**src/rtl/spq_pkg.sv**
```systemverilog
package spq_pkg;

	// Result status codes.
	typedef enum logic [1:0] {
		ST_OK    = 2'd0,
		ST_EMPTY = 2'd1,
		ST_FULL  = 2'd2
	} status_t;

	// Request codes.
	typedef enum logic {
		OP_ENQ = 1'b0,
		OP_DEQ = 1'b1
	} op_t;

endpackage

```
**src/rtl/spq_mem.sv**
```systemverilog
module spq_mem #(
	parameter int DEPTH = 16,
	parameter int WIDTH = 36,
	parameter int AW    = 4
) (
	input  logic             clk,
	input  logic             we,
	input  logic [AW-1:0]    waddr,
	input  logic [WIDTH-1:0] wdata,
	input  logic [AW-1:0]    raddr,
	output logic [WIDTH-1:0] rdata
);

	logic [WIDTH-1:0] mem_q [DEPTH];

	// One write port and one read port; read data is registered and appears in the cycle after the address.
	always_ff @(posedge clk) begin
		if (we) begin
			mem_q[waddr] <= wdata;
		end
		rdata <= mem_q[raddr];
	end

endmodule

```
**src/rtl/stable_priority_queue.sv**
```systemverilog
// Stable bounded priority queue holding up to CAPACITY entries. A request is taken when start is
// high while busy is low; op selects an enqueue of payload at priority_req or a dequeue of the
// entry with the highest priority, and entries of equal priority leave in the order they came.
// Every request yields exactly one result, shown for a single cycle while done is high, and the
// receiver cannot stall it, so it must capture the result in that cycle. A request that ends at
// once (a dequeue from an empty queue, an enqueue into a full queue, or an enqueue into an empty
// queue) shows its result in the next cycle and the block is ready again in that same cycle, one
// request per cycle. A dequeue makes one memory read of the head entry and passes through S_DEQ. An
// enqueue into a non-empty queue walks from the tail toward the head, one memory write per cycle,
// moving each entry of strictly lower priority back by one slot, then writes the new entry in the
// freed slot. No clearing pass is needed after reset, since only data read from slots holding live
// entries is ever used.
module stable_priority_queue #(
	parameter int CAPACITY      = 16,
	parameter int PAYLOAD_BITS  = 32,
	parameter int PRIORITY_BITS = 4
) (
	input  logic                          clk,
	input  logic                          arst_n,
	input  logic                          start,
	output logic                          busy,
	input  logic                          op,
	input  logic [PAYLOAD_BITS-1:0]       payload,
	input  logic [PRIORITY_BITS-1:0]      priority_req,
	output logic                          done,
	output logic [PAYLOAD_BITS-1:0]       out_payload,
	output logic [PRIORITY_BITS-1:0]      out_priority,
	output spq_pkg::status_t              status,
	output logic                          is_empty,
	output logic [$clog2(CAPACITY+1)-1:0] occupancy
);

	import spq_pkg::*;

	localparam int AW = $clog2(CAPACITY);
	localparam int CW = $clog2(CAPACITY + 1);
	localparam int EW = PRIORITY_BITS + PAYLOAD_BITS;
	localparam logic [AW:0]   CAP_A = (AW+1)'(CAPACITY);
	localparam logic [CW-1:0] CAP_C = CW'(CAPACITY);

	// The entries form a sorted ring in memory: logical slot 0 is at head_q and holds the
	// entry served next. A dequeue only advances the head, so nothing needs to move.
	typedef enum logic [1:0] {
		S_IDLE,
		S_WALK,
		S_PLACE,
		S_DEQ
	} state_t;

	state_t                   state_q;
	logic [AW-1:0]            head_q;
	logic [CW-1:0]            count_q;
	logic [AW-1:0]            walk_q;
	logic [PAYLOAD_BITS-1:0]  pay_q;
	logic [PRIORITY_BITS-1:0] pri_q;
	logic                     done_q;
	logic [PAYLOAD_BITS-1:0]  out_pay_q;
	logic [PRIORITY_BITS-1:0] out_pri_q;
	status_t                  status_q;
	logic                     empty_q;
	logic [CW-1:0]            occ_q;

	logic                     mem_we;
	logic [AW-1:0]            mem_waddr;
	logic [EW-1:0]            mem_wdata;
	logic [AW-1:0]            mem_raddr;
	logic [EW-1:0]            mem_rdata;
	logic [PRIORITY_BITS-1:0] rd_pri;
	logic [PAYLOAD_BITS-1:0]  rd_pay;
	logic                     rd_lower;
	logic                     take;
	logic [CW-1:0]            count_inc;
	logic [CW-1:0]            count_dec;

	// Maps a logical slot to its physical address in the ring.
	function automatic logic [AW-1:0] phys(input logic [AW-1:0] base, input logic [AW-1:0] idx);
		logic [AW:0] sum;
		sum = {1'b0, base} + {1'b0, idx};
		if (sum >= CAP_A) begin
			sum = sum - CAP_A;
		end
		return sum[AW-1:0];
	endfunction

	spq_mem #(
		.DEPTH (CAPACITY),
		.WIDTH (EW),
		.AW    (AW)
	) u_mem (
		.clk   (clk),
		.we    (mem_we),
		.waddr (mem_waddr),
		.wdata (mem_wdata),
		.raddr (mem_raddr),
		.rdata (mem_rdata)
	);

	assign take      = start && (state_q == S_IDLE);
	assign rd_pri    = mem_rdata[EW-1:PAYLOAD_BITS];
	assign rd_pay    = mem_rdata[PAYLOAD_BITS-1:0];
	assign rd_lower  = rd_pri < pri_q;
	assign count_inc = count_q + CW'(1);
	assign count_dec = count_q - CW'(1);

	// Memory accesses. During the walk the read runs one slot ahead of the comparison and
	// the write lands one slot behind it, so a read never meets a slot written in this pass.
	always_comb begin
		mem_we    = 1'b0;
		mem_waddr = '0;
		mem_wdata = '0;
		mem_raddr = '0;
		case (state_q)
			S_IDLE: begin
				if (take) begin
					if (op == OP_DEQ) begin
						mem_raddr = head_q;
					end else if (count_q == '0) begin
						mem_we    = 1'b1;
						mem_waddr = head_q;
						mem_wdata = {priority_req, payload};
					end else begin
						mem_raddr = phys(head_q, count_dec[AW-1:0]);
					end
				end
			end
			S_WALK: begin
				mem_we    = 1'b1;
				mem_waddr = phys(head_q, walk_q + AW'(1));
				if (rd_lower) begin
					mem_wdata = mem_rdata;
					if (walk_q != '0) begin
						mem_raddr = phys(head_q, walk_q - AW'(1));
					end
				end else begin
					mem_wdata = {pri_q, pay_q};
				end
			end
			S_PLACE: begin
				// Every held entry had lower priority, so the new one becomes the head.
				mem_we    = 1'b1;
				mem_waddr = head_q;
				mem_wdata = {pri_q, pay_q};
			end
			S_DEQ: begin
			end
			default: begin
			end
		endcase
	end

	always_ff @(posedge clk or negedge arst_n) begin
		if (!arst_n) begin
			state_q   <= S_IDLE;
			head_q    <= '0;
			count_q   <= '0;
			walk_q    <= '0;
			pay_q     <= '0;
			pri_q     <= '0;
			done_q    <= 1'b0;
			out_pay_q <= '0;
			out_pri_q <= '0;
			status_q  <= ST_OK;
			empty_q   <= 1'b1;
			occ_q     <= '0;
		end else begin
			done_q <= 1'b0;
			case (state_q)
				S_IDLE: begin
					if (take) begin
						pay_q     <= payload;
						pri_q     <= priority_req;
						out_pay_q <= '0;
						out_pri_q <= '0;
						status_q  <= ST_OK;
						empty_q   <= (count_q == '0);
						occ_q     <= count_q;
						if (op == OP_DEQ) begin
							if (count_q == '0) begin
								status_q <= ST_EMPTY;
								done_q   <= 1'b1;
							end else begin
								state_q <= S_DEQ;
							end
						end else if (count_q == CAP_C) begin
							status_q <= ST_FULL;
							done_q   <= 1'b1;
						end else if (count_q == '0) begin
							count_q <= count_inc;
							empty_q <= 1'b0;
							occ_q   <= count_inc;
							done_q  <= 1'b1;
						end else begin
							walk_q  <= count_dec[AW-1:0];
							state_q <= S_WALK;
						end
					end
				end
				S_WALK: begin
					if (rd_lower) begin
						if (walk_q == '0) begin
							state_q <= S_PLACE;
						end else begin
							walk_q <= walk_q - AW'(1);
						end
					end else begin
						count_q <= count_inc;
						empty_q <= 1'b0;
						occ_q   <= count_inc;
						done_q  <= 1'b1;
						state_q <= S_IDLE;
					end
				end
				S_PLACE: begin
					count_q <= count_inc;
					empty_q <= 1'b0;
					occ_q   <= count_inc;
					done_q  <= 1'b1;
					state_q <= S_IDLE;
				end
				S_DEQ: begin
					out_pay_q <= rd_pay;
					out_pri_q <= rd_pri;
					head_q    <= phys(head_q, AW'(1));
					count_q   <= count_dec;
					empty_q   <= (count_dec == '0);
					occ_q     <= count_dec;
					done_q    <= 1'b1;
					state_q   <= S_IDLE;
				end
				default: begin
					state_q <= S_IDLE;
				end
			endcase
		end
	end

	assign busy         = (state_q != S_IDLE);
	assign done         = done_q;
	assign out_payload  = out_pay_q;
	assign out_priority = out_pri_q;
	assign status       = status_q;
	assign is_empty     = empty_q;
	assign occupancy    = occ_q;

endmodule

```
**config.mk**
```make
export PLATFORM = sky130hd
export DESIGN_NAME = stable_priority_queue
export DESIGN_NICKNAME = d
export VERILOG_FILES = /design/src/rtl/spq_pkg.sv /design/src/rtl/spq_mem.sv /design/src/rtl/stable_priority_queue.sv
export SDC_FILE = /design/constraint.sdc
export NUM_CORES = 1
export LEC_CHECK = 0
export BUFFER_PORTS_ARGS = -buffer_cell sky130_fd_sc_hd__buf_2
export CAP_MARGIN = 20
export CORE_MARGIN = 1
export CORE_UTILIZATION = 48
export DETAILED_ROUTE_END_ITERATION = 7
export SLEW_MARGIN = 20
export SYNTH_ARGS = -nofsm -noshare
export SYNTH_HDL_FRONTEND = slang
export SYNTH_SLANG_ARGS = --single-unit
```
**constraint.sdc**
```tcl
create_clock -name clk -period 6.3 [get_ports clk]
set_input_delay 1.26 -clock clk [delete_from_list [all_inputs] [get_ports clk]]
set_output_delay 1.26 -clock clk [all_outputs]
set_load 0.02 [all_outputs]
```
==> impl_metrics.ini, run 1 <==
[run_status]
status = finished, final reports clean

[clock_network]
cts_tree = done
cts_hold_buf = 0
cts_buffer_depth = 3
cts-root-buf = clkbuf_16
htree_levels = 3
postCtsSetupRepairBufs = 0
clock_sinks = 703
clkTransAtPathRegs_ps = 70
numCtsBuffers = 75
clk_latency_ps = 620
cts_resized = 0

[synth]
yosysTopAreaCell = edfxtp_1
synth_area_per_cell_um2 = 14.50
yosys_most_used_dff = edfxtp_1
yosysWarnings = 0
async_reset_ff_share_pct = 12.94
syn-num-nets = 2043
synth-seq-cells = 703
synth.top_cells.by_area = edfxtp_1, dfrtp_1, mux2i_1
yosysSeqAreaShare_pct = 70.83
synth_edf_count = 576
synth_top_area_share_pct = 60.36
synth_cell_types = 60
synth_area_um2 = 28650
netlist_instances = 1976

[worst_setup_path]
path_class = reg -> reg
cp_max_fo = 38
r2r-end = u_mem.mem_q[12][28]$_DFFE_PP_
end_kind = flop
critical_path_required_ps = 6610
rrSetupSlack_ps = 1620
arrival_ps = 4990
ff2ff_path_depth = 10
cp-start-kind = flop
r2r_start = occupancy[0]$_DFFE_PN0P_

[floorplanning]
die_height_um = 246.3
rows = 89
core-area_um2 = 59020
die_w_um = 246.3
initial_core_util_pct = 48.55
ios = 86
dieArea_um2 = 60680

[detailed_routing]
met2WireLength_mm = 33.05
via_count = 17557
first_pass_iters = 6
wl_mm = 74.73
drt_iter0_drc = 1856
wl_met1_mm = 34.32
met3WireLength_mm = 5.544
top_layer_used = met4
routedWlPerCell_um = 25.83
drc_errors = 0
postRouteAntennaNets = 0
routed_via_density = 6.069

[timing]
rsz0062_at_grt = false
setup_viol = 0
max_freq_ghz = 0.2136
timing.setup.tns_ps = 0
fin_crit_ps = 4682
hold_ws_ps = 476.1
slew_headroom_pct = 26.12
finClkSkew_ps = 26.44
post-route-period-util_pct = 74.31
tightest_slew_ps = 1108
hold_viol = 0
final_max_slew_viol_count = 0

[power_and_ir_drop]
power_uw = 20730
ir_drop_mv = 0.5596
leakagePower_uw = 0.01223
powerDensity_nw_per_um2 = 635.8

[grt]
overflow = 0
grt_max_degree = 154
grt_pass1_vias = 17230
antenna_found_initial = 0
track_usage_pct = 24.77
grt_pass1_wl_mm = 110.3

[hold_path]
hold_path_depth = 2
worstHoldPathType = reg -> reg
whs_endpoint = pay_q[6]$_DFFE_PN0P_
min_from = pay_q[6]$_DFFE_PN0P_

[placement]
place_area_um2 = 30160
hpwl_mm = 45.45
port_buffers = 85
gp_congestion = 0.8533

[final_layout]
nets = 2124
drive_gt1_share_pct = 15.16
design_area_um2 = 32600
fillers = 4681
fin_util_pct = 55.23
area_growth_pct = 13.75

[run]
drv_cap = 0
area by class of cell:
type	count	area (µm²)	share of cell area [%]
Multi-Input combinational cell	1110	7830	24.02
Tap cell	773	967.2	2.967
Timing Repair Buffer	148	996.0	3.056
Clock inverter	33	317.8	0.9750
Antenna cell	3	7.507	0.02303
Clock buffer	104	2110	6.472
Inverter	19	71.32	0.2188
Sequential cell	703	20300	62.27
per-stage QoR:
step / instances / setup WS, ps
after floorplan: 1976 / 1772
after global placement: 2750 / 1672
after detailed placement: 2753 / 1544
after CTS: 2890 / 1627
after global routing: 2890 / 1452
final: 2893 / 1618
report_power, final:
part	internal, µW	switching [µW]	total [µW]
Combinational	2860	6150	9010
Sequential	6900	467	7360
Clock	2550	1790	4350
Total	12300	8420	20700
worst max-delay path, stage by stage, from the launching register on:
cell     delay [ps]
dfrtp_1         450
inv_1           200
ha_1            170
or3b_1          530
nor3_2          190
buf_4           560
a21o_1          280
a22oi_1         180
or3_1           540
nor2_4          880
buf_4           350
logic make-up after synthesis:
group	count (synthesis)	share of synthesized area (%)
buffers and inverters	163	2.812
and+or+nand+nor	478	6.991
xor gates and xnor gates	21	0.6419
AOI/OAI and AO/OA	395	10.86
DFF	703	70.83
adders and majority gates	27	1.258
muxes	189	6.611
registers in the layout (all words and copies together), names as in the netlist:
signal        flops
u_mem.mem_q     576
head_q            4
is_empty          1
state_q           2
out_payload      32
status            2
occupancy         5
walk_q            4
pri_q             4
done              1
u_mem.rdata      36
out_priority      4
pay_q            32
worst max path at each step:
| stage | cells after the start | slack [ps] | from | end |
|---|---|---|---|---|
| 2_1_floorplan | 6 | 1770 | op | u_mem.mem_q[10][0]$_DFFE_PP_ |
| 3_3_place_gp | 8 | 1670 | op | u_mem.mem_q[12][10]$_DFFE_PP_ |
| 3_5_place_dp | 8 | 1540 | op | u_mem.mem_q[12][28]$_DFFE_PP_ |
| 4_1_cts | 10 | 1630 | occupancy[0]$_DFFE_PN0P_ | u_mem.mem_q[12][28]$_DFFE_PP_ |
| 5_1_grt | 10 | 1450 | occupancy[0]$_DFFE_PN0P_ | u_mem.mem_q[12][24]$_DFFE_PP_ |
| 6_report | 10 | 1620 | occupancy[0]$_DFFE_PN0P_ | u_mem.mem_q[12][28]$_DFFE_PP_ |
Yosys cell counts, types with 32 or more instances:
library cell / number
a21oi_1: 63
a221oi_1: 43
a22o_1: 37
a31oi_1: 56
a32oi_1: 89
buf_2: 32
clkbuf_1: 78
dfrtp_1: 90
dfxtp_1: 36
edfxtp_1: 576
mux2i_1: 187
nand2_1: 328
nand3_1: 89
layout by cell type, fill, tap and decap left out, drive strengths merged, types with 3 or more instances in the layout:
master / count
or3b: 3
edfxtp: 576
inv: 23
fa: 3
nor3: 5
a221oi: 54
a31oi: 56
clkbuf: 104
a2bb2oi: 30
nand3: 89
bufinv: 5
nand4: 8
a221o: 6
dfrtp: 90
diode: 3
a32o: 6
a21o: 5
buf: 148
dfxtp: 36
nor2: 30
a32oi: 89
o31ai: 7
ha: 24
o21ai: 18
a22oi: 8
o22ai: 6
a22o: 37
clkinv: 22
mux2i: 187
a21oi: 65
xor2: 7
xnor2: 14
nand2: 328
nand2b: 3
layer usage:
layer | up-vias | global-route usage (%)
met5 | - | 0
met4 | 0 | 7.081
met3 | 124 | 4.401
met2 | 668 | 37.12
met1 | 8939 | 36.94
li1 | 7826 | -
No activity file was read; power rests on OpenSTA's default activity.
==> inputs of run 2 (changes only) <==
Settings changed: ABC_AREA set to 1.
Clock period 6.3 ns to 4.68 ns, I/O delays scaled along.
==> impl_metrics.ini, run 2 <==
[clock_network]
clk_latency_ps = 620
clkTransAtPathRegs_ps = 60
numCtsBuffers = 75
cts_hold_buf = 0
cts_buffer_depth = 3
htree_levels = 3
cts_resized = 0
cts_tree = done
postCtsSetupRepairBufs = 0
cts-root-buf = clkbuf_16
clock_sinks = 703

[timing]
post-route-period-util_pct = 78.11
slew_headroom_pct = 28.69
setup_viol = 0
hold_viol = 0
rsz0062_at_grt = false
max_freq_ghz = 0.2735
setup_ws_ps = 1024
final_max_slew_viol_count = 0
timing.setup.tns_ps = 0
fin_crit_ps = 3656
tightest_slew_ps = 1068
finClkSkew_ps = 25.91

[power_and_ir_drop]
ir_drop_mv = 0.6213
switching_share_pct = 41.32
clkPwrFrac_pct = 21.6
power_frac_comb_pct = 41.9
switching_power_uw = 10920
seqPwrFrac_pct = 36.6
powerDensity_nw_per_um2 = 754.2
p_int_uw = 15500
leakagePower_uw = 0.01459

[grt]
grt_pass1_vias = 21147
antenna_found_initial = 0
track_usage_pct = 26.03
grt_max_degree = 186
overflow = 0
grt_pass1_wl_mm = 130.0

[synth]
netlist_instances = 3023
async_reset_ff_share_pct = 12.94
yosysWarnings = 0
synth_edf_count = 576
synth_top_family_by_area = simple AND/OR/NAND/NOR gates
yosys.area_share.simple_pct = 22.99
yosysTopAreaCell = edfxtp_1
yosysMostFrequentCell = nand2_1
synth-seq-cells = 703
synth_cell_types = 46
yosys-mux-area-fraction_pct = 0
synth_compound_area_share_pct = 2.489
yosys_most_used_dff = edfxtp_1
syn-num-nets = 3090
synth-adder-area-share_pct = 1.164
synth_common_cells = nand2_1, nand3_1, edfxtp_1, inv_1, dfrtp_1
synth.top_cells.by_area = edfxtp_1, nand3_1, nand2_1
yosysSeqAreaShare_pct = 65.56
synth_area_per_cell_um2 = 10.24
synth_area_um2 = 30960
synthXorXnorAreaFrac_pct = 0.4526
synth_top_area_share_pct = 55.87

[final_layout]
nets = 3158
largest_reg_flops = 576
final_cells = 3995
seqCellArea_um2 = 20300
multiInputGateArea_um2 = 8608
top_register = u_mem.mem_q
drive_gt1_share_pct = 10.35
mostFrequentLayoutCells = nand2_1, nand3_1, edfxtp_1
fillers = 5435
area_growth_pct = 13.16
diodes = 0
largestRegisters = u_mem.mem_q (576), u_mem.rdata (36)
final_common_cell = nand2_1

[placement]
place_ws_ps = 995.1
hpwl_mm = 47.76
port_buffers = 85
gp_congestion = 0.8739
place_inst = 3860

[detailed_routing]
wl_mm = 85.33
postRouteAntennaNets = 0
drt_iter0_drc = 2169
via_count = 22138
drc_errors = 0
first_pass_iters = 6
routed_via_density = 5.541
routedWlPerCell_um = 21.36

[floorplanning]
ios = 86
core-area_um2 = 63430
die_height_um = 256.0
die_w_um = 256.0
initial_core_util_pct = 48.81
dieArea_um2 = 65520
rows = 92

[worst_setup_path]
arrival_ps = 4140
worstSetupStartpoint = state_q[1]$_DFFE_PN0P_
critical_path_required_ps = 5160
cp-start-kind = flop
cp_slowest_cell = buf_4
end_kind = flop
crit_top_cell = nand3_1
cp_max_fo = 185
path_cells = inv_1 -> ha_1 -> nand2_1 -> a21oi_1 -> nand3_4 -> buf_12 -> buf_4 -> nand3_1 -> nand3_1 -> nand3_1 -> nand3_1 -> nand2_1
path_class = reg -> reg
r2r_start = state_q[1]$_DFFE_PN0P_
ff2ff_path_depth = 12
slowest_delay_ps = 770

[run]
drv_cap = 0

[run_status]
status = finished, final reports clean

[hold_path]
worstHoldPathType = in -> async
run 2: cell count changes after synthesis, sizes merged, moves of 44 or more:
cell	before	now
nand3	89	662
nand2	328	806
inv	19	375
mux2i	187	0
a32oi	89	0
nand3b	1	72
a221oi	54	0
buf	66	117
a21oi	65	21
run 2: final timing paths:
path / to / slack, ps
worst min-delay path: pay_q[31]$_DFFE_PN0P_ / 320
worst max-delay path: u_mem.rdata[7]$_DFF_P_ / 1020
worst min register to register: pay_q[7]$_DFFE_PN0P_ / 480
min in group clk: pay_q[7]$_DFFE_PN0P_ / 480
max in group asynchronous: pay_q[23]$_DFFE_PN0P_ / 3510
worst max register to register: u_mem.rdata[7]$_DFF_P_ / 1020
run 2: area by class of cell:
| type | instances | share of cell area [%] |
|---|---|---|
| Clock inverter | 37 | 0.8464 |
| Timing Repair Buffer | 171 | 3.778 |
| Clock buffer | 98 | 5.807 |
| Inverter | 377 | 4.046 |
| Tap cell | 846 | 3.021 |
| Sequential cell | 703 | 57.93 |
| Multi-Input combinational cell | 1763 | 24.57 |
run 2: logic make-up (layout without fill, tap and decap cells):
group                      after synthesis  in the layout
AOI/OAI and AO/OA                      131            131
xor gates and xnor gates                16             16
adders and majority gates               27             27
buffers and inverters                  557            683
DFF                                    703            703
and+or+nand+nor                       1589           1589
run 2: per-stage QoR:
step	hold slack, ps	utilization [%]	instance area (µm²)	total power [µW]
floorplan	449.2	-	30960	16800
global placement	463.7	51.52	32680	20540
detailed placement	466.2	51.54	32690	20760
CTS	322.8	55.22	35020	26490
global route	357.8	55.24	35030	27980
finish	318.8	55.24	35030	26420
run 2: metal layers:
layer,global-route usage [%],vias to the layer above,wire (µm)
met5,0,-,0
met1,36.82,10794,36760
li1,-,10267,-
met4,7.951,0,1968
met3,3.803,124,6784
met2,41.66,953,39820
run 2: worst max-delay path: cells and delay by family (launching register included):
family,cells,cell delay [ps]
AO/OA/AOI/OAI,1,100
buffers and inverters,3,1530
AND/OR/NAND/NOR,7,990
adder cells (fa/ha/maj),1,390
flip-flops,1,410
run 2: power by group through the flow:
stage	clock network [µW]	registers (µW)	logic, µW
3_5_place_dp	0	9780	11000
3_3_place_gp	0	9760	10800
4_1_cts	5800	9660	11000
5_1_grt	6040	9770	12200
6_report	5700	9670	11100
2_1_floorplan	0	9770	7030
